<file path="src/hw/rtl/parabolic_peak_interpolator_defines.svh">
// ----------------------------------------------------------------------------
// Parabolic peak interpolator assertion macros
// Shared concurrent assertion forms, clocked on i_clk, quiet during reset.
// ----------------------------------------------------------------------------
`ifndef PARABOLIC_PEAK_INTERPOLATOR_DEFINES_SVH
`define PARABOLIC_PEAK_INTERPOLATOR_DEFINES_SVH

// same-cycle implication
`define PPI_ASSERT_IMP(lbl, ante, cons, msg) \
    lbl: assert property (@(posedge i_clk) disable iff (!i_rst_n) (ante) |-> (cons)) \
        else $error(msg);

// next-cycle implication
`define PPI_ASSERT_NXT(lbl, ante, cons, msg) \
    lbl: assert property (@(posedge i_clk) disable iff (!i_rst_n) (ante) |=> (cons)) \
        else $error(msg);

`endif

</file>
<file path="src/hw/rtl/ppi_pkg.sv">
// ----------------------------------------------------------------------------
// Parabolic peak interpolator package
// Sequencer state type shared by the block and its checks.
// ----------------------------------------------------------------------------
package ppi_pkg;

    typedef enum logic [1:0] {
        S_IDLE,
        S_MUL,
        S_DIV,
        S_OUT
    } t_state;

endpackage

</file>
<file path="src/hw/rtl/parabolic_peak_interpolator.sv">
// Non-peak item: taken with no result, ready again next cycle.
// Peak item: one square (S_MUL), SAMPLE_WIDTH+2 restoring divide steps (S_DIV),
//   then one add into the output register (S_OUT), once a held result is taken.
// No new item is taken until a peak item's result has been loaded.
// A held result does not block the next item unless another peak finishes first.
// Synchronous active-low reset clears sample history, fill count and handshake.
// ----------------------------------------------------------------------------
// Parabolic peak interpolator
// Three-point parabola vertex height at each strict local maximum of a
// signed sample stream, using a shared serial divider.
// ----------------------------------------------------------------------------
`include "parabolic_peak_interpolator_defines.svh"

module parabolic_peak_interpolator #(
    parameter int SAMPLE_WIDTH = 24
) (
    input  logic                                    i_clk,
    input  logic                                    i_rst_n,
    input  logic                                    s_axis_tvalid,
    output logic                                    s_axis_tready,
    // [SAMPLE_WIDTH-1:0] sample_in, zero padding above
    input  logic [((SAMPLE_WIDTH + 7) / 8) * 8 - 1:0] s_axis_tdata,
    output logic                                    m_axis_tvalid,
    input  logic                                    m_axis_tready,
    // [SAMPLE_WIDTH-1:0] peak_height, zero padding above
    output logic [((SAMPLE_WIDTH + 7) / 8) * 8 - 1:0] m_axis_tdata
);

    localparam int W   = SAMPLE_WIDTH;
    localparam int TW  = ((SAMPLE_WIDTH + 7) / 8) * 8;
    localparam int XW  = W + 4;          // working width for D and E
    localparam int EW  = W + 3;          // E is positive at a peak, below 2^(W+2)
    localparam int RW  = W + 4;          // remainder and divisor width
    localparam int QW  = W + 2;          // quotient bits
    localparam int CW  = $clog2(QW);
    localparam int SW  = W + 3;          // final sum width
    localparam logic [SW-1:0] SMAX = {4'b0000, {(W-1){1'b1}}};

    ppi_pkg::t_state r_state, n_state;

    logic signed [W-1:0]  r_older;
    logic signed [W-1:0]  r_middle;
    logic [1:0]           r_fill;
    logic signed [W-1:0]  r_a;
    logic [EW-1:0]        r_e;
    logic [RW-1:0]        r_den;
    logic [RW-1:0]        r_rem;
    logic [QW-1:0]        r_dvd;
    logic [CW-1:0]        r_cnt;
    logic                 r_out_valid;
    logic [W-1:0]         r_out_data;

    logic signed [W-1:0]  sample;
    logic signed [XW-1:0] ax, bx, cx, dd, ee, dmag;
    logic                 accept, peak, load_out;
    logic [RW:0]          trial, diff;
    logic [2*EW-1:0]      prod;
    logic signed [SW-1:0] sum;

    assign sample = s_axis_tdata[W-1:0];
    assign accept = s_axis_tvalid && s_axis_tready;

    assign ax   = XW'(r_older);
    assign bx   = XW'(r_middle);
    assign cx   = XW'(sample);
    assign dd   = ax - (bx <<< 1) + cx;
    assign ee   = (bx <<< 2) - ax - (ax <<< 1) - cx;
    assign dmag = -dd;
    assign peak = (r_fill == 2'd2) && (r_middle > r_older) && (r_middle > sample);

    // shared unit: one multiply, then one compare-subtract per quotient bit
    assign prod  = r_e * r_e;
    assign trial = {r_rem, r_dvd[QW-1]};
    assign diff  = trial - {1'b0, r_den};

    assign sum = SW'(r_a) + $signed({1'b0, r_dvd});

    always_comb begin
        n_state       = r_state;
        s_axis_tready = 1'b0;
        load_out      = 1'b0;
        case (r_state)
            ppi_pkg::S_IDLE: begin
                // no item is taken while reset is held
                s_axis_tready = i_rst_n;
                if (s_axis_tvalid && peak) begin
                    n_state = ppi_pkg::S_MUL;
                end
            end
            ppi_pkg::S_MUL: begin
                n_state = ppi_pkg::S_DIV;
            end
            ppi_pkg::S_DIV: begin
                if (r_cnt == '0) begin
                    n_state = ppi_pkg::S_OUT;
                end
            end
            ppi_pkg::S_OUT: begin
                if (!r_out_valid || m_axis_tready) begin
                    load_out = 1'b1;
                    n_state  = ppi_pkg::S_IDLE;
                end
            end
            default: begin
                n_state = ppi_pkg::S_IDLE;
            end
        endcase
    end

    always_ff @(posedge i_clk) begin
        if (!i_rst_n) begin
            r_state     <= ppi_pkg::S_IDLE;
            r_older     <= '0;
            r_middle    <= '0;
            r_fill      <= '0;
            r_out_valid <= 1'b0;
        end else begin
            r_state <= n_state;
            if (accept) begin
                r_older  <= r_middle;
                r_middle <= sample;
                if (r_fill != 2'd2) begin
                    r_fill <= r_fill + 2'd1;
                end
            end
            if (load_out) begin
                r_out_valid <= 1'b1;
            end else if (m_axis_tready) begin
                r_out_valid <= 1'b0;
            end
        end
    end

    always_ff @(posedge i_clk) begin
        if (accept && peak) begin
            r_a   <= r_older;
            r_e   <= ee[EW-1:0];
            r_den <= {dmag[W:0], 3'b000};
        end
        case (r_state)
            ppi_pkg::S_MUL: begin
                // top of the square seeds the remainder; it is already below the divisor
                r_rem <= prod[2*EW-1:QW];
                r_dvd <= prod[QW-1:0];
                r_cnt <= CW'(QW - 1);
            end
            ppi_pkg::S_DIV: begin
                if (diff[RW]) begin
                    r_rem <= trial[RW-1:0];
                end else begin
                    r_rem <= diff[RW-1:0];
                end
                r_dvd <= {r_dvd[QW-2:0], ~diff[RW]};
                r_cnt <= r_cnt - CW'(1);
            end
            default: begin
            end
        endcase
        if (load_out) begin
            r_out_data <= (sum > $signed(SMAX)) ? SMAX[W-1:0] : sum[W-1:0];
        end
    end

    assign m_axis_tvalid = r_out_valid;
    assign m_axis_tdata  = TW'(r_out_data);

    `PPI_ASSERT_IMP(a_rem_below_den, r_state == ppi_pkg::S_DIV, r_rem < r_den, "remainder not below divisor")
    `PPI_ASSERT_IMP(a_den_nonzero, r_state != ppi_pkg::S_IDLE, r_den != '0, "zero divisor in flight")
    `PPI_ASSERT_NXT(a_mul_to_div, r_state == ppi_pkg::S_MUL, r_state == ppi_pkg::S_DIV && r_cnt == CW'(QW - 1), "divide did not start after square")
    `PPI_ASSERT_IMP(a_result_source, $rose(r_out_valid), $past(r_state) == ppi_pkg::S_OUT, "result without finished divide")

endmodule

</file>
<file path="config.mk">
export PLATFORM = sky130hd
export DESIGN_NAME = parabolic_peak_interpolator
export DESIGN_NICKNAME = d
export VERILOG_FILES = /design/src/hw/rtl/ppi_pkg.sv /design/src/hw/rtl/parabolic_peak_interpolator.sv
export VERILOG_INCLUDE_DIRS = /design/src /design/src/hw/rtl
export SDC_FILE = /design/constraint.sdc
export NUM_CORES = 2
export LEC_CHECK = 0
export BUFFER_PORTS_ARGS = -buffer_cell sky130_fd_sc_hd__buf_4
export CAP_MARGIN = 20
export CORE_MARGIN = 10
export CORE_UTILIZATION = 40
export DETAILED_ROUTE_END_ITERATION = 7
export PLACE_DENSITY = 0.53
export SETUP_SLACK_MARGIN = 0.3
export SLEW_MARGIN = 5
export SYNTH_ARGS = -nofsm -noshare
export SYNTH_HDL_FRONTEND = slang
export SYNTH_SLANG_ARGS = --single-unit
</file>
<file path="constraint.sdc">
create_clock -name i_clk -period 10.4 [get_ports i_clk]
set_clock_uncertainty 0.2 [all_clocks]
set_input_delay 1.04 -clock i_clk [delete_from_list [all_inputs] [get_ports i_clk]]
set_output_delay 1.04 -clock i_clk [all_outputs]
set_load 0.01 [all_outputs]
</file>
==> results.toml <==
[finish]
layout_commonest_cell = "inv_1"
finalNetCount = 4839
syn2layout_area_growth_pct = 7.17
drive_gt1_frac = 0.0510
final_cell_mix = "inv_1, fa_1, nand2_1"

[global_routing]
grt.busiest_layer = "met2"
grt_pass1_vias = 26917
grtUsageMet1 = 0.248
grt_pass1_wl_um = 150000
met3_usage = 0.0232
antenna_found_initial = 4
grt_overflow_total = 0
grt_max_degree = 98
grtUsageMet2 = 0.323
grtUsageTotal = 0.185

[cts]
post-cts-setup-buffer-count = 0
clk_latency_ns = 0.55
htree_levels = 1
cts_resized = 0
postCtsHoldBufs = 0
cts_tree = "yes"
clk_pin_slew_ns = 0.06
clockBufferDepth = 3
cts_num_sinks = 212
root_buffer = "clkbuf_16"
cts_inserted_buffers = 25

[placed_design]
place_congestion = 0.891
dpl.hpwl_um = 75300
portBuffers = 53

[critical_path]
crit_type = "reg2reg"
end_kind = "register"
worstPathRequired_ns = 10.48
crit_arrival_ns = 8.35
worst_setup_path_start_kind = "register"
critPathMaxFanout = 21

[floorplanning]
chipHeight_um = 320
ios = 54
die_w_um = 320
core_area_um2 = 88800
num_rows = 109
start_util = 0.406
die-area_um2 = 102000

[logic_synthesis]
syn_avg_cell_area_um2 = 9.44
synth_edf_count = 159
synth_top_area_frac = 0.347
ys_top_cells_by_area = "fa_1, edfxtp_1, ha_1, inv_1, nand2_1"
syn_inst = 3816
ys_types = 90
syn_nets = 4831
ys_seq_area_frac = 0.162
yosys.area.top_type = "fa_1"
ys_ff_latch = 212
async_flop_share = 0
ys.warnings.count = 0
synth_ff_type = "edfxtp_1"
mappedNetlistArea_um2 = 36000

[sta]
relSlewSlack = 0.303
finalHoldViolCount = 0
worstMarginPinSlew_ns = 1.05
fin_crit_sh = 0.795
max_freq_mhz = 121
drv_slew = 0
grt_setup_unrepaired = "false"
finalSetupViolations = 0
period_needed_ns = 8.27
tns_ns = 0

[detailed_routing]
drt_iter0_drc = 1347
vias_per_cell = 4.99
first_pass_iters = 5
route.detailed.drc = 0
postRouteAntennaNets = 0
finalWirelength_um = 92500
wl_per_cell_um = 18.5
vias = 24979

[run_status]
status = "finished clean"

[run]
drv_cap = 0

[hold_path]
hp-class = "reg2reg"
[final cells by class]
cell class | instances | area [um^2]
clock inverters | 12 | 180
multi-input cells | 2575 | 26300
fillers | 8803 | 50200
flip-flops and latches | 212 | 5840
clock buffers | 33 | 666
repair buffers | 90 | 676
inverters | 920 | 3450
well taps | 1165 | 1460
diodes | 3 | 7.51
[cell usage after synthesis, drive strengths merged (19+ instances only)]
| cell type | n |
|---|---|
| nand2 | 399 |
| nor3 | 26 |
| a31oi | 19 |
| xor2 | 55 |
| a21oi | 143 |
| clkbuf | 98 |
| nor2 | 120 |
| xnor2 | 87 |
| nand3 | 38 |
| edfxtp | 159 |
| and2 | 147 |
| ha | 363 |
| inv | 917 |
| fa | 624 |
| a21o | 94 |
| o21bai | 19 |
| nand4 | 26 |
| dfxtp | 53 |
| o21ai | 158 |
| nand2b | 27 |
| nor2b | 32 |
| o21a | 24 |
[registers in the layout (all words and copies together), names as in the netlist]
| register | cells |
|---|---|
| r_a | 24 |
| r_e | 27 |
| r_rem | 28 |
| r_cnt | 5 |
| r_den | 25 |
| r_dvd | 26 |
| r_middle | 24 |
| m_axis_tdata | 24 |
| r_fill | 2 |
| m_axis_tvalid | 1 |
| r_state | 2 |
| r_older | 24 |
[final timing paths]
kind	startpoint	to	slack, ns	cells past startpoint
max	r_e[4]	r_rem[21]	2.13	24
max reg2reg	r_e[4]	r_rem[21]	2.13	24
min reg2reg	r_state[0]	r_state[0]	0.29	2
min	r_state[0]	r_state[0]	0.29	2
[cell families after synthesis]
kind of cell,Yosys count,synth area share
AO/OA/AOI/OAI,556,0.0999
XOR/XNOR,142,0.0345
adder cells (fa/ha/maj),987,0.473
buffers and inverters,1029,0.108
flip-flops,212,0.162
multiplexers,27,0.00803
AND/OR/NAND/NOR,863,0.114
[routing by layer]
metal	wire, um	share of wire
met1	41500	0.45
met2	45700	0.49
met5	0	0
met4	1550	0.017
met3	3750	0.041
[critical path, stage by stage (launching register included)]
cell	delay (ns)
edfxtp_1	0.34
buf_4	0.39
clkinv_1	0.53
nor2_1	0.31
fa_1	0.51
fa_1	0.55
inv_1	0.06
fa_1	0.53
inv_1	0.06
fa_1	0.40
fa_1	0.48
fa_1	0.55
inv_1	0.05
fa_1	0.49
inv_1	0.05
ha_1	0.38
a21oi_1	0.30
o211ai_1	0.14
nor3_1	0.29
a211oi_2	0.14
o21ai_2	0.44
o31ai_2	0.21
a41oi_1	0.27
xor2_1	0.22
o21ai_0	0.09
[through the flow]
stage | instance area (um^2) | cells | hold WS, ns | utilization | setup WS [ns]
2_1_floorplan | 36000 | 3816 | 0.252 | - | 3.16
3_3_place_gp | 37700 | 4962 | 0.264 | 0.425 | 2.22
4_1_cts | 38600 | 5007 | 0.288 | 0.435 | 2.14
3_5_place_dp | 37700 | 4962 | 0.280 | 0.425 | 2.19
5_1_grt | 38600 | 5007 | 0.345 | 0.435 | 1.67
6_report | 38600 | 5010 | 0.287 | 0.435 | 2.13
Power is not shown: default switching activity piles up to over one toggle a cycle in this logic, so the estimate is an artifact.
